**src/rtl/acsp_fifo.sv**
```systemverilog
// Queue with registered read data, used between front and back and on the result side.
// Depends on nothing; DEPTH must be a power of two.
`default_nettype none

module acsp_fifo #(
    parameter int WIDTH = 8,
    parameter int DEPTH = 4
) (
    input  logic             i_clk,
    input  logic             i_rst_n,
    input  logic             i_push,
    input  logic [WIDTH-1:0] i_data,
    input  logic             i_pop,
    output logic             o_full,
    output logic             o_empty,
    output logic [WIDTH-1:0] o_data
);
    localparam int AW = (DEPTH > 1) ? $clog2(DEPTH) : 1;

    logic [WIDTH-1:0] r_mem [DEPTH];
    logic [AW-1:0]    r_wp, r_rp;
    logic [AW:0]      r_cnt, n_cnt;
    logic             r_ov;
    logic             wr, pq, ld;

    assign o_full  = (r_cnt == (AW+1)'(DEPTH));
    assign o_empty = ~r_ov;
    assign wr      = i_push & ~o_full;
    assign pq      = i_pop & r_ov;
    assign ld      = (r_cnt != '0) && (!r_ov || pq);
    assign n_cnt   = r_cnt + (AW+1)'(wr) - (AW+1)'(ld);

    always_ff @(posedge i_clk) begin
        if (!i_rst_n) begin
            r_wp  <= '0;
            r_rp  <= '0;
            r_cnt <= '0;
            r_ov  <= 1'b0;
        end else begin
            if (wr) begin
                r_wp <= r_wp + AW'(1);
            end
            if (ld) begin
                r_rp <= r_rp + AW'(1);
            end
            r_cnt <= n_cnt;
            r_ov  <= ld | (r_ov & ~pq);
        end
    end

    always_ff @(posedge i_clk) begin
        if (wr) begin
            r_mem[r_wp] <= i_data;
        end
        if (ld) begin
            o_data <= r_mem[r_rp];
        end
    end

endmodule

`default_nettype wire

```
**config.mk**
```make
export PLATFORM = sky130hd
export DESIGN_NAME = acsp_fifo
export DESIGN_NICKNAME = d
export VERILOG_FILES = /design/src/rtl/acsp_fifo.sv
export SDC_FILE = /design/constraint.sdc
export NUM_CORES = 1
export LEC_CHECK = 0
export BUFFER_PORTS_ARGS = -buffer_cell sky130_fd_sc_hd__buf_4
export CAP_MARGIN = 10
export CORE_ASPECT_RATIO = 1.2
export CORE_MARGIN = 5
export CORE_UTILIZATION = 40
export DETAILED_ROUTE_END_ITERATION = 6
export GPL_ROUTABILITY_DRIVEN = 0
export HOLD_SLACK_MARGIN = 0.08
export PLACE_DENSITY_LB_ADDON = 0.05
export SETUP_SLACK_MARGIN = 0.4
export SYNTH_ARGS = -nofsm -noshare
export SYNTH_HDL_FRONTEND = slang
export SYNTH_SLANG_ARGS = --single-unit
```
**constraint.sdc**
```tcl
create_clock -name i_clk -period 3.8 [get_ports i_clk]
set_input_delay 0.76 -clock i_clk [delete_from_list [all_inputs] [get_ports i_clk]]
set_output_delay 0.76 -clock i_clk [all_outputs]
set_load 0.005 [all_outputs]
```
Yosys cells after proc, flatten, opt, wreduce, memory -nomap -nowiden
Memories as Yosys holds them, arrays and structs flattened. A register that Yosys moved wholly into a read port is not among the register bits.
Cells that the tools add are included.

cells by class
  add/sub/neg operators = 4
  eq/ne operators = 1
  multiplexer cells = 2
  bitwise gates (word level) = 7
  reduce and logical (&&, ||, !) cells = 4

operators by type and width
  kind                   number
  $add A2 B1 Y2 const B  2
  $add A3 B1 Y3          1
  $and A1 B1 Y1          3
  $eq A3 B3 Y1 const B   1
  $not A1 Y1             3
  $reduce_bool A3 Y1     1
  $sub A3 B1 Y3          1
  $mux W1                2
  $logic_and A1 B1 Y1    1
  $logic_not A1 Y1       1
  $logic_or A1 B1 Y1     1
  $or A1 B1 Y1           1

storage, ports and cells
  flip-flop bits (word level) = 8
  memory bits (writable) = 32
  bits of input ports = 12
  output and inout port bits = 10
  logic and storage cells = 23
  memories = 1

memory list
  memory  depth  width  rd ports  clocked after Yosys merged registers in  write ports  line  RTL
  r_mem   4      8      1         1                                        1            20    logic [WIDTH-1:0] r_mem [DEPTH];

Logic depth before layout (Yosys ltp)
  depth after elaboration = 5
  mapped depth = 12
  gate-level depth less buffers = 11

Worst setup path after synthesis
Ideal clock, no wire load.

  kind = input to register
  start point = input i_pop
  end point = register r_cnt[2]
  data arrival time = 2.551 ns
  path slack = 1.134 ns
  cell stages on the path = 10
  cell sequence = nor2b_1 > nor2_1 > ha_1 > inv_1 > ha_1 > inv_1 > fa_1 > xnor2_1 > xnor2_1 > and2_1

between the ends
  cells in the longest elaborated chain, start to end = 4

RTL lines
  what                  line  RTL
  from (decl)           13    input logic i_pop,
  $and A1 B1 Y1         29    assign pq = i_pop & r_ov;
  $logic_or A1 B1 Y1    30    assign ld = (r_cnt != '0) && (!r_ov || pq);
  $logic_and A1 B1 Y1   30
  net ld                24    logic wr, pq, ld;
  $sub A3 B1 Y3         31    assign n_cnt = r_cnt + (AW+1)'(wr) - (AW+1)'(ld);
  to (signal assigned)  46    r_cnt <= n_cnt;
  to (decl)             22    logic [AW:0] r_cnt, n_cnt;

The timed path passes the listed nets, and every way through them passes these cells.
A chain may end at the register's enable or synchronous reset.

Worst setup path in the final report
Ends and elaborated chain as after synthesis.

==> results.cfg <==
[run_status]
status = finished clean

[cts]
cts_buffers = 5
hold_buffers = 0
cts_sinks = 48
cts_resized = 0
ctsHtreeMaxLevel = 2
clockRootBuffer = clkbuf_8
cts_tree = built
clk_latency_ns = 0.29
path_clk_slew_ns = 0.08
postCtsSetupBuffers = 0
clockBufferDepth = 2

[global_routing]
grt_pass1_wl_mm = 4.71
antenna_found_initial = 0
grt_pass1_vias = 932
grt_max_degree = 14
grt-ovfl-total = 0
grt_usage_pct = 10.4

[floorplanning]
num_rows = 27
io_pins = 22
fp.dieW_um = 73.1
die-height_um = 85.7
dieArea_um2 = 6260
initial_core_util_pct = 41.6
placeableCoreArea_um2 = 4590

[yosys]
synth_simple_gate_area_share_pct = 6.36
netlist.area_leader.share_pct = 62.9
synth_cell_type_count = 25
synth.net_count = 120
synth_fa_ha_area_share_pct = 4.98
ys_warn_count = 0
synth_cells = 101
muxShareOfSynthArea_pct = 12.4
synth_top_family_by_area = multiplexers
netlist_area_um2 = 1910
synth_compound_area_share_pct = 1.25
synthTopCellsByArea = edfxtp_1, mux4_1, dfxtp_1, ha_1, mux2i_1
synth_seq_cells = 48
synth_seq_area_share_pct = 71.3
synth_largest_area_cell = edfxtp_1
syn_area_per_cell_um2 = 18.9
synth-xor-area-share_pct = 0.917

[setup_path]
reg2reg_from = r_cnt[1]
ff2ff_path_depth = 10
r2r_end = r_cnt[2]
crit_start = i_pop
cp.depth = 11
critical_path_buf_inv_count = 3
arrival_ns = 2.96
worstSetupEndpointType = flop
path_delay_family = simple AND/OR/NAND/NOR gates
worstSetupStartpointType = input port
critPathCapture = r_cnt[2]
worstSetupPathType = input port to flop
r2r_slack_ns = 1.07
slowest_stage = nor2_1
crit_chain = buf_4, nor2b_1, nor2_1, ha_1, inv_1, ha_1, inv_1, fa_1, xnor2_1, xnor2_1, and2_1
crit_fanout = 9
crit_path_max_incr_delay_ns = 0.68
cp.required_ns = 3.99

[route]
ant_nets = 0
routedWlPerCell_um = 16.2
via_per_inst = 4.85
routed_wl_mm = 2.96
drtPass1Iterations = 2
post-route-drc-count = 0
drt_iter0_drc = 29
vias = 888

[finish]
area_growth_syn_to_layout_pct = 14.4
final_cell_area_um2 = 2180
utilization_pct = 47.5
n_antenna_cell = 0
fin_nets = 144
stdcell_count = 183
drive_above_1_share_pct = 25.6
multiInputGateArea_um2 = 494
fill_cells = 427
seqCellArea_um2 = 1360

[timing]
fin_crit_sh_pct = 72.9
fin_tns_setup_ns = 0
max_freq_ghz = 0.361
drv_slew = 0
hold_violations = 0
rsz0062_at_grt = false
worst_pin_slew_ns = 0.860
layout_min_cycle_time_ns = 2.77
clock_skew_ns = 0.00501
setup_violations = 0
relSlewSlack_pct = 42.5
whs_ns = 0.506

[power]
ir_drop_uv = 348
powerDensity_nw_per_um2 = 652
power.leakage_nw = 0.789

[place]
port_buffers = 21
place_area_um2 = 2110
dp.cells = 176
hpwl_mm = 2.07

[run]
drv_cap = 0

[hold_path]
hold_class = flop to flop
## Yosys cell counts (all sizes together)
cell / n
clkbuf: 1
ha: 6
o21ai: 1
mux4: 8
xnor2: 2
nand2: 5
buf: 3
nand2b: 1
dfxtp: 8
o41a: 1
nor3: 1
and2: 6
inv: 6
edfxtp: 40
nor2: 1
or3: 1
nor2b: 3
fa: 1
nor3b: 2
a21boi: 1
mux2i: 3
## per-layer routing
metal / vias up / GRT usage (%) / share of wire [%]
met5: - / 0 / 0
met4: 0 / 4.53 / 1.9
met3: 5 / 3.40 / 4.8
met2: 20 / 17.2 / 52
met1: 438 / 12.1 / 42
li1: 425 / - / -
## power by group
| group | total [mW] | switching, mW | internal [mW] |
|---|---|---|---|
| sequential | 0.787 | 0.0767 | 0.710 |
| combinational | 0.365 | 0.154 | 0.211 |
| clock | 0.273 | 0.152 | 0.122 |
| total | 1.43 | 0.383 | 1.04 |
## state kept, by name, indices dropped and copies added, names as in the netlist
register / cells
r_mem: 32
o_data: 8
r_cnt: 3
r_rp: 2
r_wp: 2
r_ov: 1
## worst register-to-register path, cell delays in order (launching register included)
cell and delay (ns):
dfxtp_1 0.45, nor3_1 0.13, nor2_1 0.67, ha_1 0.37, inv_1 0.06, ha_1 0.13
inv_1 0.05, fa_1 0.37, xnor2_1 0.14, xnor2_1 0.12, and2_1 0.15
## stage by stage
| stage | worst slack [ns] | total power, mW |
|---|---|---|
| after floorplan | 1.13 | 1.03 |
| after global placement | 0.745 | 1.18 |
| after detailed placement | 0.670 | 1.18 |
| after CTS | 0.996 | 1.46 |
| after global routing | 0.867 | 1.51 |
| final | 1.03 | 1.43 |
## worst min-delay path by stage
stage	startpoint	endpoint	slack (ns)	cells past startpoint
after global placement	r_wp[0]	r_wp[0]	0.49	2
after detailed placement	r_wp[1]	r_wp[1]	0.50	2
final	r_wp[0]	r_wp[0]	0.51	2
after floorplan	r_wp[1]	r_wp[1]	0.47	2
after CTS	r_wp[1]	r_wp[1]	0.51	2
after global routing	r_wp[0]	r_wp[0]	0.54	2
## cell families (layout without fill, tap and decap cells)
family | Yosys count | in the layout
buf+inv | 10 | 34
mux | 11 | 11
fa+ha+maj | 7 | 7
compound gates | 3 | 3
flops | 48 | 48
xor+xnor | 2 | 2
simple gates | 20 | 20
## cell usage in the layout (no fill, tap or decap)
| master | instances |
|---|---|
| a21boi_1 | 1 |
| and2_1 | 2 |
| o41a_1 | 1 |
| clkinv_1 | 2 |
| nand2_1 | 5 |
| nor3b_1 | 1 |
| or3_1 | 1 |
| nor3b_2 | 1 |
| mux2i_1 | 3 |
| mux4_2 | 1 |
| inv_1 | 6 |
| and2_2 | 4 |
| nand2b_1 | 1 |
| edfxtp_1 | 40 |
| o21ai_0 | 1 |
| clkbuf_8 | 5 |
| ha_1 | 6 |
| dfxtp_1 | 8 |
| nor3_1 | 1 |
| nor2b_1 | 3 |
| xnor2_1 | 2 |
| buf_4 | 21 |
| fa_1 | 1 |
| nor2_1 | 1 |
| mux4_1 | 7 |
## final cells by class
type,count,area share (%)
clock buffers,5,3.15
repair buffers,21,7.22
well taps,58,3.32
multi-input cells,43,22.6
clock inverters,2,0.344
flip-flops and latches,48,62.3
inverters,6,1.03
(Power assumes the default switching activity.)
