===== src/rtl/acsp_pkg.sv =====
// Shared types, widths and arithmetic helpers for the box/shape pair tester.
// No dependencies; imported by every module of the block but acsp_fifo.
`default_nettype none

package acsp_pkg;

    localparam int DW          = 35;   // center deltas
    localparam int OW          = 38;   // overlaps and projections
    localparam int AXIS_SHIFT  = 14;   // Q1.14 axes
    localparam int SQ_STAGES   = 32;
    localparam int DIV_STAGES  = 15;
    localparam int MID_DEPTH_DEF = 4;
    localparam int OUT_DEPTH_DEF = 64;

    typedef enum logic [1:0] {
        MODE_BOX    = 2'd0,
        MODE_CIRCLE = 2'd1,
        MODE_TRI    = 2'd2,
        MODE_NONE   = 2'd3
    } t_mode;

    typedef struct packed {
        logic [1:0]         mode;
        logic signed [31:0] a_x;
        logic signed [31:0] a_y;
        logic [30:0]        a_half_w;
        logic [30:0]        a_half_h;
        logic signed [31:0] b_x;
        logic signed [31:0] b_y;
        logic signed [31:0] b_size_x;
        logic signed [31:0] b_size_y;
        logic signed [15:0] hyp_axis_x;
        logic signed [15:0] hyp_axis_y;
    } t_in;

    typedef struct packed {
        logic               hit;
        logic signed [31:0] push_x;
        logic signed [31:0] push_y;
    } t_out;

    // front to back word
    typedef struct packed {
        logic [1:0]           mode;
        logic signed [DW-1:0] dx;
        logic signed [DW-1:0] dy;
        logic signed [DW-1:0] tdx;
        logic signed [DW-1:0] tdy;
        logic [30:0]          hw;
        logic [30:0]          hh;
        logic signed [31:0]   sx;
        logic signed [31:0]   sy;
        logic signed [15:0]   hx;
        logic signed [15:0]   hy;
    } t_mid;

    // back pipeline context, filled in stage by stage
    typedef struct packed {
        logic [1:0]           mode;
        logic                 hit0;
        logic                 third;
        logic                 hit;
        logic                 use3;
        logic                 negx;
        logic                 negy;
        logic signed [OW-1:0] ox;
        logic signed [OW-1:0] oy;
        logic signed [OW-1:0] bp;
        logic signed [OW-1:0] apbp;
        logic signed [OW-1:0] adist;
        logic signed [OW-1:0] ot;
        logic signed [OW-1:0] pxs;
        logic signed [OW-1:0] pys;
        logic signed [DW-1:0] dxs;
        logic signed [DW-1:0] dys;
        logic signed [DW-1:0] bdx;
        logic signed [DW-1:0] bdy;
        logic [30:0]          hw;
        logic [30:0]          hh;
        logic signed [31:0]   sx;
        logic signed [31:0]   sy;
        logic signed [15:0]   hx;
        logic signed [15:0]   hy;
        logic [30:0]          mx;
        logic [30:0]          my;
        logic signed [47:0]   pbx;
        logic signed [47:0]   pby;
        logic [61:0]          sqx;
        logic [61:0]          sqy;
        logic [63:0]          n;
        logic [33:0]          srem;
        logic [31:0]          mag;
        logic [45:0]          numx;
        logic [45:0]          numy;
        logic [14:0]          qx;
        logic [14:0]          qy;
        logic signed [15:0]   ux;
        logic signed [15:0]   uy;
        logic signed [50:0]   pdx;
        logic signed [50:0]   pdy;
        logic signed [47:0]   phw;
        logic signed [47:0]   phh;
        logic signed [51:0]   dsum;
        logic [33:0]          ahw;
        logic [33:0]          ahh;
        logic signed [53:0]   ptx;
        logic signed [53:0]   pty;
    } t_ctx;

    // signed divide by 2^14, truncating toward zero
    function automatic logic signed [63:0] f_tdiv14(input logic signed [63:0] v);
        logic signed [63:0] t;
        t = (v < 0) ? v + ((64'sd1 <<< AXIS_SHIFT) - 64'sd1) : v;
        return t >>> AXIS_SHIFT;
    endfunction

    function automatic logic signed [31:0] f_sat32(input logic signed [63:0] v);
        logic signed [31:0] r;
        if (v > 64'sd2147483647) begin
            r = 32'sh7fffffff;
        end else if (v < -64'sd2147483648) begin
            r = 32'sh80000000;
        end else begin
            r = v[31:0];
        end
        return r;
    endfunction

endpackage

`default_nettype wire


===== src/rtl/acsp_front.sv =====
// Front stage: takes pair tests and forms the center deltas for the back end.
// Depends on acsp_pkg.
`default_nettype none

module acsp_front (
    input  logic          i_clk,
    input  logic          i_rst_n,
    input  logic          i_push,
    input  acsp_pkg::t_in i_item,
    input  logic          i_qfull,
    output logic          o_full,
    output logic          o_qpush,
    output acsp_pkg::t_mid o_qitem
);
    import acsp_pkg::*;

    logic r_fv, n_fv;
    logic acc;
    t_mid r_item, n_item;

    assign o_full  = r_fv & i_qfull;
    assign acc     = i_push & ~o_full;
    assign o_qpush = r_fv & ~i_qfull;
    assign o_qitem = r_item;
    assign n_fv    = acc | (r_fv & ~o_qpush);

    always_comb begin : form
        logic signed [DW-1:0] ax, ay, bx, by, sx, sy;
        ax = DW'(i_item.a_x);
        ay = DW'(i_item.a_y);
        bx = DW'(i_item.b_x);
        by = DW'(i_item.b_y);
        sx = DW'(i_item.b_size_x);
        sy = DW'(i_item.b_size_y);
        n_item.mode = i_item.mode;
        n_item.dx   = ax - bx;
        n_item.dy   = ay - by;
        n_item.tdx  = ax - (bx + sx);
        n_item.tdy  = ay - (by + sy);
        n_item.hw   = i_item.a_half_w;
        n_item.hh   = i_item.a_half_h;
        n_item.sx   = i_item.b_size_x;
        n_item.sy   = i_item.b_size_y;
        n_item.hx   = i_item.hyp_axis_x;
        n_item.hy   = i_item.hyp_axis_y;
    end

    always_ff @(posedge i_clk) begin
        if (!i_rst_n) begin
            r_fv <= 1'b0;
        end else begin
            r_fv <= n_fv;
        end
    end

    always_ff @(posedge i_clk) begin
        if (acc) begin
            r_item <= n_item;
        end
    end

endmodule

`default_nettype wire


===== config.mk =====
export PLATFORM = sky130hd
export DESIGN_NAME = acsp_front
export DESIGN_NICKNAME = d
export VERILOG_FILES = /design/src/rtl/acsp_pkg.sv /design/src/rtl/acsp_front.sv
export SDC_FILE = /design/constraint.sdc
export NUM_CORES = 1
export LEC_CHECK = 0
export CORE_AREA = 2 2 230 232
export CTS_CLUSTER_DIAMETER = 80
export CTS_CLUSTER_SIZE = 28
export DETAILED_ROUTE_END_ITERATION = 12
export DIE_AREA = 0 0 232 234
export DONT_BUFFER_PORTS = 1
export GPL_TIMING_DRIVEN = 0
export HOLD_SLACK_MARGIN = 0.15
export PLACE_DENSITY_LB_ADDON = 0.05
export SYNTH_ARGS = -nofsm -noshare
export SYNTH_HDL_FRONTEND = slang
export SYNTH_SLANG_ARGS = --single-unit

===== constraint.sdc =====
create_clock -name i_clk -period 16 [get_ports i_clk]
set_input_delay 0.8 -clock i_clk [delete_from_list [all_inputs] [get_ports i_clk]]
set_output_delay 0.8 -clock i_clk [all_outputs]
set_load 0.01 [all_outputs]

======== Word level (Yosys, flattened, before mapping) ========
Cells that the tools add are included.
storage, ports and cells
  output and inout bits ................... 302
  logic and storage cells ................. 26
  flip-flop bits (word level) ............. 301
  input port bits ......................... 292
operators by class
  $add $sub $neg .......................... 6
  bitwise operators ....................... 8
operators with widths
  cell            number
  $sub 32x33->34  2
  $add 32x32->33  2
  $sub 32x32->33  2
  $and 1x1->1     4
  $not 1->1       3
  $or 1x1->1      1

======== Depth between registers and ports, before layout ========
Gate-level depths: netlist (run 1).
  depth after elaboration ................. 5
  depth in mapped cells ................... 15
  gate-level depth less buffers ........... 15

======== Worst setup path after synthesis (run 1) ========
Ideal clock, no wire load.
  kind .................................... input port to flip-flop
  start point ............................. input port i_qfull
  end point ............................... register r_item (netlist bit o_qitem[0]), enable pin
  buffers on the path ..................... 0
  setup slack ............................. 1.114 ns
  arrival ................................. 13.898 ns
  stages .................................. 2
  path through ............................ and2_1 > nor2b_1
between the ends
  word-level cells in the longest chain between the ends .. 3
RTL lines
  item                    line              text
  start: declaration      acsp_front.sv:10  input logic i_qfull,
  $and 1x1->1             acsp_front.sv:21  assign o_full = r_fv & i_qfull;
  $not 1->1               acsp_front.sv:22  assign acc = i_push & ~o_full;
  $and 1x1->1             acsp_front.sv:22
  via acc                 acsp_front.sv:18  logic acc;
  end signal: assignment  acsp_front.sv:58  r_item <= n_item;
  end: declaration        acsp_front.sv:19  t_mid r_item, n_item;
The timed path passes the listed nets, and every way through them passes these cells.
A chain may end at the register's enable or synchronous reset.

==> results.rst, run 1 <==
.. list-table::
   :header-rows: 1

   * - Metric
     - Value
   * - Count of standard-cell rows
     - 84
   * - Pwr Density
     - 122.0 nW/µm²
   * - Slowest CP cell
     - fa_1
   * - Run status
     - finished clean
   * - Floorplan Core Area
     - 52,020 µm²
   * - Top Family by Delay on Critical Path
     - compound AO/OA/AOI/OAI gates
   * - Routed wire length
     - approximately 50,000 µm
   * - Sw Ratio
     - between 30% and 40%
   * - RSZ-0062 raised after global routing
     - false
   * - Total clock buffers created by CTS
     - 25
   * - Worst path cell trace
     - inv_1, fa_1, ha_1, nor2_1, fa_1, nor2b_1, o31a_1, o2111ai_1, a21oi_1, nor3_1, o21bai_1, a21o_1, a211oi_1, a311oi_1
   * - Via count of the first global-routing pass
     - 11,160
   * - Die height
     - around 230 µm
   * - Mean cell area of the mapped netlist
     - 12.26 µm²
   * - Number of warning messages in the yosys log
     - 0
   * - Clock insertion delay at the later pin of the skew report
     - between 500 and 600 ps
   * - DRC violation total after the first TritonRoute iteration
     - 501
   * - Worst Hold Class
     - in -> reg
   * - Global-route usage over all layers
     - 17.57%
   * - Fraction of the cycle the final worst path needs
     - 23.29%
   * - Half-perimeter wire length of the detailed placement result
     - 41,370 µm
   * - Post-route DRC violation count
     - 0
   * - Via-to-Cell Ratio
     - 5.016
   * - Final hold viol count
     - 0
   * - Asr flop ratio synth
     - 0%
   * - Critical path arrival
     - 4070 ps
   * - Max VDD drop
     - 86.90 µV
   * - H-tree levels
     - 1
   * - Required time of the worst setup path
     - 16,350 ps
   * - Remaining antenna violation count after routing
     - 0
   * - Post-route minimum period
     - approximately 3700 ps
   * - Clock Tree Root
     - clkbuf_16
   * - P&R area growth vs syn
     - 11.90%
   * - Aggregate global routing overflow
     - 0
   * - Pre-antenna DRT Iters
     - 5
   * - Max Fclk
     - ~270 MHz
   * - Global-route wire length before repair
     - around 70,000 µm
   * - Relative contribution of sequential cells to total power
     - 46.3%
   * - Combinational power share
     - 23.2%
   * - Clock edge transition at the registers on the reported setup and hold paths
     - 100 ps
   * - Cell internal pwr
     - 1.557 mW
   * - Worst setup path class
     - in -> reg
   * - Startpoint type of the worst setup path
     - input pin
   * - Largest buffer count on any clock path
     - 3
   * - Kind of end point of the critical path
     - flop
   * - Via total after detailed routing
     - 10,760
   * - Number of register bits inferred by synthesis
     - 295
   * - Largest net degree at the start of global routing
     - 37
   * - Clk network pwr share
     - 30.5%
   * - CTS tree
     - built
   * - Total design power
     - 2.345 mW
   * - TritonCTS Sinks
     - ~300
   * - Slew at the pin closest to its max-slew limit
     - 800.8 ps
   * - Proportion of layout cells with a drive suffix above 1
     - 5.285%
   * - Top FF cell, synth
     - edfxtp_1
   * - # resized after CTS
     - 0
   * - Post-CTS Repair Setup Buffers
     - 0
   * - Post-synth design cell area
     - 17,180 µm²
   * - Largest stage delay on the critical path
     - 560 ps
   * - Count of buffers inserted at the top-level ports
     - 0
   * - Worst clock skew
     - 29.32 ps
   * - Commonest non-fill, non-tap cells in the layout
     - edfxtp_1 (294), inv_1 (171), ha_1 (134)
   * - Final layout net count
     - 1,930
   * - Net count of the mapped netlist
     - 1,893
   * - Number of max-capacitance violations reported
     - 0
   * - Final Wtd Congestion
     - 0.8489
   * - Leading cell type in the layout, fill and taps excluded
     - edfxtp_1
   * - Max-slew headroom at the worst pin
     - about 46%
   * - CTS Hold Bufs
     - 0
   * - Number of cells produced by synthesis
     - 1,401
   * - Initial antenna violation count
     - 4
   * - I/O pin count
     - just under 600
   * - WL/cell
     - roughly 23 µm
   * - Total buffers and inverters traversed by the critical path
     - 1
   * - Die width
     - 232 µm
   * - Number of endpoints failing setup at the final stage
     - 0
   * - Post-synth EDFFs
     - ~290
   * - Setup TNS after final layout
     - 0 ps
   * - Leak Pwr
     - 7.732 nW
   * - Post-synthesis sequential area ratio
     - approximately 50%
   * - Library cells used by synthesis
     - 66
   * - Starting utilization of the core area
     - 33.02%
   * - Total inserted antenna cells
     - 0
   * - CP max FO
     - 5
   * - Minimum hold slack
     - 301.3 ps
   * - Most used cell, CP
     - fa_1
   * - Die footprint
     - between 50,000 and 60,000 µm²
   * - Psw
     - 787.5 µW
   * - Final Max Tran Viols
     - 0
[area by class of cell]
| cell class | instances | area, µm² |
|---|---|---|
| Inverter | 171 | 641.9 |
| Buffer | 14 | 75.07 |
| Clock inverter | 20 | 330.3 |
| Tap cell | 688 | 860.8 |
| Clock buffer | 26 | 629.4 |
| Timing Repair Buffer | 10 | 215.2 |
| Sequential cell | 295 | 8848 |
| Fill cell | 5095 | 32810 |
| Multi-Input combinational cell | 921 | 7619 |
[power groups by stage]
stage,Combinational [mW],Clock (mW),Sequential [mW]
3_5_place_dp,0.541,0,1.11
5_1_grt,0.615,0.766,1.10
3_3_place_gp,0.536,0,1.14
4_1_cts,0.549,0.744,1.09
6_report,0.544,0.714,1.09
2_1_floorplan,0.416,0,1.09
[cells in the mapped netlist, drive strengths merged, types with 3 or more instances]
| library cell | count | area [µm²] |
|---|---|---|
| o211ai | 8 | 60.06 |
| o21ai | 60 | 300.3 |
| o21bai | 13 | 101.4 |
| a211oi | 9 | 72.57 |
| a221oi | 3 | 43.80 |
| a31oi | 17 | 106.4 |
| ha | 134 | 1677 |
| inv | 171 | 641.9 |
| a21oi | 105 | 529.3 |
| clkbuf | 8 | 30.03 |
| buf | 6 | 45.04 |
| o21a | 20 | 150.1 |
| o22ai | 3 | 18.77 |
| o31a | 5 | 43.79 |
| nor4 | 3 | 18.77 |
| nor4b | 4 | 35.03 |
| and2 | 13 | 81.33 |
| fa | 66 | 1321 |
| nand3 | 20 | 100.1 |
| nor2b | 26 | 162.7 |
| a211o | 3 | 27.53 |
| o31ai | 8 | 60.06 |
| and3 | 13 | 82.58 |
| a311oi | 3 | 26.28 |
| nand2b | 13 | 81.33 |
| a21o | 59 | 442.9 |
| nand4 | 15 | 93.84 |
| nand2 | 63 | 236.5 |
| xor2 | 45 | 394.1 |
| xnor2 | 69 | 604.3 |
| edfxtp | 294 | 8828 |
| or4 | 3 | 22.52 |
| or2 | 4 | 25.02 |
| o2111ai | 3 | 26.28 |
| nor3 | 12 | 60.06 |
| nor2 | 60 | 225.2 |
| a21boi | 10 | 75.07 |
[metrics by stage]
stage | setup slack, ps | utilization, % | instance area, µm² | cells
3_3_place_gp | -5107 | 34.67 | 18040 | 2089
4_1_cts | 12340 | 36.94 | 19220 | 2145
2_1_floorplan | 1114 | - | 17180 | 1401
5_1_grt | 12150 | 36.94 | 19220 | 2145
3_5_place_dp | 11770 | 35.10 | 18260 | 2099
6_report | 12270 | 36.94 | 19220 | 2145
[state kept, by name (all words and copies together) (netlist names)]
signal / count
o_qitem: 294
r_fv: 1
[logic make-up (layout without fill, tap and decap cells)]
| logic type | count (synthesis) | in the layout | share of synthesized area (%) |
|---|---|---|---|
| AO/OA/AOI/OAI | 351 | 351 | 13.59 |
| AND/OR/NAND/NOR | 255 | 255 | 7.386 |
| multiplexers | 1 | 1 | 0.06555 |
| XOR/XNOR | 114 | 114 | 5.813 |
| buffers and inverters | 185 | 241 | 4.174 |
| adder cells (fa/ha/maj) | 200 | 200 | 17.45 |
| flip-flops | 295 | 295 | 51.52 |
[worst paths after layout]
kind	cells past startpoint	from	endpoint	slack, ps
min reg2reg	2	r_fv	r_fv	760
max reg2reg	5	r_fv	o_qitem[63]	13710
max	14	i_item[32]	o_qitem[186]	12270
min	0	i_item[192]	o_qitem[128]	300
[per-layer routing]
metal	vias to the layer above	wire length (µm)	GRT usage, %
met1	5191	19970	20.82
met4	2	929	3.966
met5	-	16	0
met3	48	3960	5.897
met2	347	24910	30.81
li1	5171	-	-
No activity file was read; power rests on OpenSTA's default activity.
==> run 2: changes to the inputs <==
==> constraint.sdc (replaced) <==
create_clock -name i_clk -period 3.3 [get_ports i_clk]
set_input_delay 0.165 -clock i_clk [delete_from_list [all_inputs] [get_ports i_clk]]
set_output_delay 0.165 -clock i_clk [all_outputs]
set_load 0.01 [all_outputs]
==> results.rst, run 2 (synthesized netlist as in run 1, its figures left out) <==
.. list-table::
   :header-rows: 1

   * - Metric
     - Value
   * - Proportion of layout cells with a drive suffix above 1
     - 5.457%
   * - Routed wire length
     - 53,280 µm
   * - Pre-antenna DRT Iters
     - 5
   * - Startpoint of the tightest hold check path
     - i_item[256]
   * - Total area of sequential cells
     - 8848 µm²
   * - Starting utilization of the core area
     - 33.02%
   * - Clock Tree Root
     - clkbuf_16
   * - Die footprint
     - 54,290 µm²
   * - Max VDD drop
     - 428.9 µV
   * - Half-perimeter wire length of the detailed placement result
     - 41,780 µm
   * - Final hold viol count
     - 0
   * - Area of all placed cells without fillers
     - 22,210 µm²
   * - Worst Hold Class
     - in -> reg
   * - I/O pin count
     - about 590
   * - Max reg flops
     - 294
   * - Fraction of the cycle the final worst path needs
     - 95.23%
   * - Aggregate global routing overflow
     - 0
   * - Largest net degree at the start of global routing
     - 37
   * - Worst setup path class
     - in -> reg
   * - Count of buffers inserted at the top-level ports
     - 0
   * - P&R area growth vs syn
     - 29.31%
   * - Run status
     - finished clean
   * - Post-route DRC violation count
     - 0
   * - Via count of the first global-routing pass
     - 12,620
   * - RSZ-0062 raised after global routing
     - false
   * - Critical Path Source
     - i_item[98]
   * - Remaining antenna violation count after routing
     - 0
   * - CTS tree
     - built
   * - Initial antenna violation count
     - 4
   * - Total clock buffers created by CTS
     - 25
   * - CP max FO
     - 4
   * - FILL cells
     - 4,888
   * - Final Wtd Congestion
     - 0.8318
   * - Post-route minimum period
     - 3142 ps
   * - Via-to-Cell Ratio
     - 4.908
   * - Final setup margin
     - roughly 160 ps
   * - Number of endpoints failing setup at the final stage
     - 0
   * - Commonest non-fill, non-tap cells in the layout
     - edfxtp_1 (294), dlygate4sd3_1 (281), inv_1 (171)
   * - Global-route wire length before repair
     - 77,400 µm
   * - H-tree levels
     - 1
   * - Die width
     - around 230 µm
   * - WL/cell
     - 21.93 µm
   * - Total inserted antenna cells
     - 0
   * - Largest buffer count on any clock path
     - 3
   * - Slew at the pin closest to its max-slew limit
     - 527.7 ps
   * - Area taken by multi-input logic gates
     - 7707 µm²
   * - Worst clock skew
     - 20.07 ps
   * - Placed cell areas
     - 18,240 µm²
   * - Worst R2R Start
     - r_fv
   * - Leak Pwr
     - between 8 and 9 nW
   * - Via total after detailed routing
     - 11,920
   * - Kind of end point of the critical path
     - flop
   * - Startpoint type of the worst setup path
     - input pin
   * - Clock insertion delay at the later pin of the skew report
     - approximately 600 ps
   * - Final layout net count
     - 2,214
   * - Max-slew headroom at the worst pin
     - between 60 and 70%
   * - Required time of the worst setup path
     - 3650 ps
   * - Count of standard-cell rows
     - 84
   * - DRC violation total after the first TritonRoute iteration
     - between 400 and 500
   * - Max Fclk
     - approximately 320 MHz
   * - Clock edge transition at the registers on the reported setup and hold paths
     - 100 ps
   * - Critical path arrival
     - roughly 3500 ps
   * - Die height
     - 234 µm
   * - TritonCTS Sinks
     - 295
   * - Floorplan Core Area
     - 52,020 µm²
   * - Leading cell type in the layout, fill and taps excluded
     - edfxtp_1
   * - Pwr Density
     - 533.8 nW/µm²
   * - Worst slack, placed
     - -311.7 ps
   * - Final Max Tran Viols
     - 0
   * - Global-route usage over all layers
     - a little under a fifth
   * - Number of max-capacitance violations reported
     - 0
[run 2: cell types whose count changed in the layout (fill, tap and decap cells not counted), sizes merged]
| cell | previous run | this run |
|---|---|---|
| bufinv | 1 | 0 |
| dlymetal6s4s | 0 | 1 |
| inv | 187 | 180 |
| clkbuf | 34 | 33 |
| clkinvlp | 0 | 1 |
| buf | 16 | 18 |
| clkinv | 3 | 11 |
| dlygate4sd3 | 0 | 281 |
[run 2: timing repair]
| action | 4_1_cts | 5_1_grt |
|---|---|---|
| hold endpoints to repair | 281 | 0 |
| resized for setup | 0 | 21 |
| buffers inserted | 0 | 2 |
| hold buffers | 283 | 0 |
| endpoints found under the setup margin | 0 | 18 |
[run 2: final timing paths]
path	slack, ps	depth (start not counted)	endpoint
worst max-delay path	160	12	o_qitem[178]
worst min-delay path	180	4	o_qitem[266]
worst min register to register	960	3	o_qitem[206]
worst max register to register	1220	6	o_qitem[45]
[run 2: final cells by class]
| type | instances | share of cell area, % |
|---|---|---|
| buffer | 14 | 0.3380 |
| inverter | 171 | 2.890 |
| tap | 688 | 3.876 |
| sequential | 295 | 39.84 |
| timing repair buffer | 294 | 13.72 |
| clock inverter | 21 | 1.814 |
| multi-input combinational | 921 | 34.70 |
| clock buffer | 25 | 2.817 |
[run 2: power breakdown]
| group | switching (mW) | internal, mW | total (mW) |
|---|---|---|---|
| logic | 1.66 | 1.43 | 3.09 |
| clock network | 1.88 | 1.62 | 3.50 |
| registers | 0.486 | 4.78 | 5.27 |
| total | 4.02 | 7.84 | 11.9 |
[run 2: critical path: stages]
cell           delay, ps
inv_1                 80
fa_1                 420
dlygate4sd3_1        580
ha_1                 320
nor2b_1              150
o31a_1               280
o2111ai_1            350
nand2_1              210
a21boi_0             480
o31ai_1              150
a21oi_1              220
xnor2_1               80
[run 2: per-stage QoR]
| stage | hold WS [ps] | power, mW | TNS (ps) | utilization (%) | instances |
|---|---|---|---|---|---|
| floorplan | 263.9 | 7.239 | -561990 | - | 1401 |
| global placement | 263.9 | 8.035 | -1149240 | 34.69 | 2089 |
| detailed placement | 263.9 | 8.002 | -2852 | 35.05 | 2098 |
| CTS | 150.1 | 11.99 | 0 | 42.49 | 2427 |
| global route | 155.6 | 12.52 | 0 | 42.69 | 2429 |
| finish | 175.0 | 11.86 | 0 | 42.69 | 2429 |
[run 2: routing by layer]
layer  wire (µm)  GRT usage [%]  part of all wire [%]
met3        3506          4.645                   6.6
met5          39              0                 0.073
met4        1166          4.527                   2.2
met2       26750          33.67                    50
met1       21820          22.54                    41
==> run 3: changes to the inputs <==
--- a/config.mk
+++ b/config.mk
@@ -13,7 +13,7 @@
 export DONT_BUFFER_PORTS = 1
 export GPL_TIMING_DRIVEN = 0
 export HOLD_SLACK_MARGIN = 0.15
-export PLACE_DENSITY_LB_ADDON = 0.05
+export PLACE_DENSITY = 0.51
 export SYNTH_ARGS = -nofsm -noshare
 export SYNTH_HDL_FRONTEND = slang
 export SYNTH_SLANG_ARGS = --single-unit
==> results.rst, run 3 (synthesized netlist as in run 1, its figures left out) <==
.. list-table::
   :header-rows: 1

   * - Metric
     - Value
   * - Critical path arrival
     - about 3700 ps
   * - Total clock buffers created by CTS
     - 23
   * - Total inserted antenna cells
     - 0
   * - Total buffers and inverters traversed by the critical path
     - 3
   * - Kind of end point of the critical path
     - flop
   * - Half-perimeter wire length of the detailed placement result
     - about 38,000 µm
   * - Startpoint type of the worst setup path
     - input pin
   * - Number of endpoints failing setup at the final stage
     - 0
   * - Pwr Density
     - 523.7 nW/µm²
   * - Top Family by Delay on Critical Path
     - compound AO/OA/AOI/OAI gates
   * - Max Fclk
     - 304.1 MHz
   * - Endpoint of the worst setup timing path
     - o_qitem[251]
   * - Clock Tree Root
     - clkbuf_16
   * - Die height
     - between 200 and 250 µm
   * - Total design power
     - 11.49 mW
   * - Minimum hold slack
     - 170.5 ps
   * - Slew at the pin closest to its max-slew limit
     - 605.3 ps
   * - Global-route usage over all layers
     - between 10% and 20%
   * - Final hold viol count
     - 0
   * - Final Max Tran Viols
     - 0
   * - Initial antenna violation count
     - 1
   * - Commonest non-fill, non-tap cells in the layout
     - edfxtp_1 (294), dlygate4sd3_1 (272), inv_1 (171)
   * - Fraction of the cycle the final worst path needs
     - 99.65%
   * - Reg2Reg Setup Slack
     - 1260 ps
   * - Pre-antenna DRT Iters
     - 5
   * - Depth of the worst register-to-register path
     - 6
   * - Worst setup path class
     - in -> reg
   * - DRC violation total after the first TritonRoute iteration
     - approximately 560
   * - Count of buffers inserted at the top-level ports
     - 0
   * - Required time of the worst setup path
     - 3690 ps
   * - TritonCTS Sinks
     - slightly below 300
   * - Via-to-Cell Ratio
     - about 4.9
   * - WL/cell
     - 20.51 µm
   * - Post-route minimum period
     - about 3300 ps
   * - Die footprint
     - 54,290 µm²
   * - Post-route DRC violation count
     - 0
   * - Max-slew headroom at the worst pin
     - between 50% and 60%
   * - Stages on worst setup path
     - 12
   * - Setup TNS after final layout
     - 0 ps
   * - Aggregate global routing overflow
     - 0
   * - P&R area growth vs syn
     - 27.70%
   * - Run status
     - finished clean
   * - Clock edge transition at the registers on the reported setup and hold paths
     - 80 ps
   * - Die width
     - between 200 and 250 µm
   * - Max VDD drop
     - 423.4 µV
   * - Worst Hold Class
     - in -> reg
   * - Clock insertion delay at the later pin of the skew report
     - 570 ps
   * - Via count of the first global-routing pass
     - roughly 12,000
   * - Leading cell type in the layout, fill and taps excluded
     - edfxtp_1
   * - Routed wire length
     - 49,570 µm
   * - Via total after detailed routing
     - 11,950
   * - Floorplan Core Area
     - 52,020 µm²
   * - I/O pin count
     - 594
   * - Global-route wire length before repair
     - 72,640 µm
   * - Remaining antenna violation count after routing
     - 0
   * - Proportion of layout cells with a drive suffix above 1
     - 4.916%
   * - Critical Path Source
     - i_item[228]
   * - H-tree levels
     - 1
   * - RSZ-0062 raised after global routing
     - true
   * - CP max FO
     - 5
   * - Largest net degree at the start of global routing
     - 39
   * - Reg2reg end
     - o_qitem[55]
   * - Final Wtd Congestion
     - 0.9403
   * - Final layout net count
     - about 2,200
   * - CTS tree
     - built
   * - Count of standard-cell rows
     - 84
   * - Worst clock skew
     - 20.74 ps
   * - Slowest CP cell
     - dlygate4sd3_1
   * - Worst path cell trace
     - dlygate4sd3_1, ha_1, dlygate4sd3_1, inv_1, nor2_1, nor2_1, a21oi_1, a21oi_1, a21oi_1, a21oi_1, mux2_2, a211oi_1
   * - Worst R2R Start
     - r_fv
   * - Leak Pwr
     - 8.855 nW
   * - Number of max-capacitance violations reported
     - 0
   * - Starting utilization of the core area
     - 33.02%
   * - Max reg flops
     - a little under 300
   * - Largest buffer count on any clock path
     - 3
   * - Most used cell, CP
     - a21oi_1
   * - Largest stage delay on the critical path
     - 560 ps
-- run 3: cell count changes in the layout (fill, tap and decap cells not counted), sizes merged --
cell         previous run  this run
dlygate4sd3           281       272
clkinv                 11         4
clkbuf                 33        32
buf                    18        19
inv                   180       184
-- run 3: metrics by stage --
step / util (%) / setup WS [ps] / cells / area [µm²]
finish: 42.16 / 11.58 / 2417 / 21930
global route: 42.16 / -35.30 / 2417 / 21930
CTS: 42.01 / 4.952 / 2414 / 21860
detailed placement: 35.10 / -397.4 / 2099 / 18260
global placement: 34.69 / -3787 / 2089 / 18050
floorplan: - / -1912 / 1401 / 17190
-- run 3: power by group --
group	switching [mW]	internal [mW]
Clock	1.68	1.46
Combinational	1.66	1.43
Sequential	0.475	4.78
-- run 3: layer usage --
metal / GRT usage (%) / wire length [µm] / vias up
li1: - / - / 5694
met1: 19.76 / 19270 / 5770
met2: 31.82 / 25670 / 435
met3: 4.122 / 3438 / 55
met4: 5.008 / 1195 / 0
met5: 0 / 0 / -
-- run 3: layout make-up --
| type | count | area [µm²] |
|---|---|---|
| plain buffers | 14 | 75.07 |
| well taps | 688 | 860.8 |
| clock inverters | 18 | 281.5 |
| repair buffers | 286 | 2973 |
| multi-input cells | 921 | 7674 |
| inverters | 171 | 641.9 |
| fillers | 4859 | 30090 |
| clock buffers | 24 | 579.3 |
| flip-flops and latches | 295 | 8848 |
-- run 3: worst min-delay path by stage --
stage	from	end	slack, ps	cells after the start
2_1_floorplan	i_item[0]	o_qitem[0]	260	0
4_1_cts	i_item[158]	o_qitem[296]	150	3
3_5_place_dp	i_item[10]	o_qitem[10]	260	0
5_1_grt	i_item[173]	o_qitem[109]	170	1
3_3_place_gp	i_item[180]	o_qitem[116]	260	0
6_report	i_item[158]	o_qitem[296]	170	3
-- run 3: repair_timing --
item / in CTS / in global routing
setup buffers: 0 / 3
hold buffers: 273 / 0
resized for setup: 0 / 13
setup endpoints to repair: 0 / 9
endpoints found under the hold margin: 309 / 0
-- run 3: tightest hold or removal path: stages --
cell	delay (ps)
inv_1	110
ha_1	200
o32ai_1	90
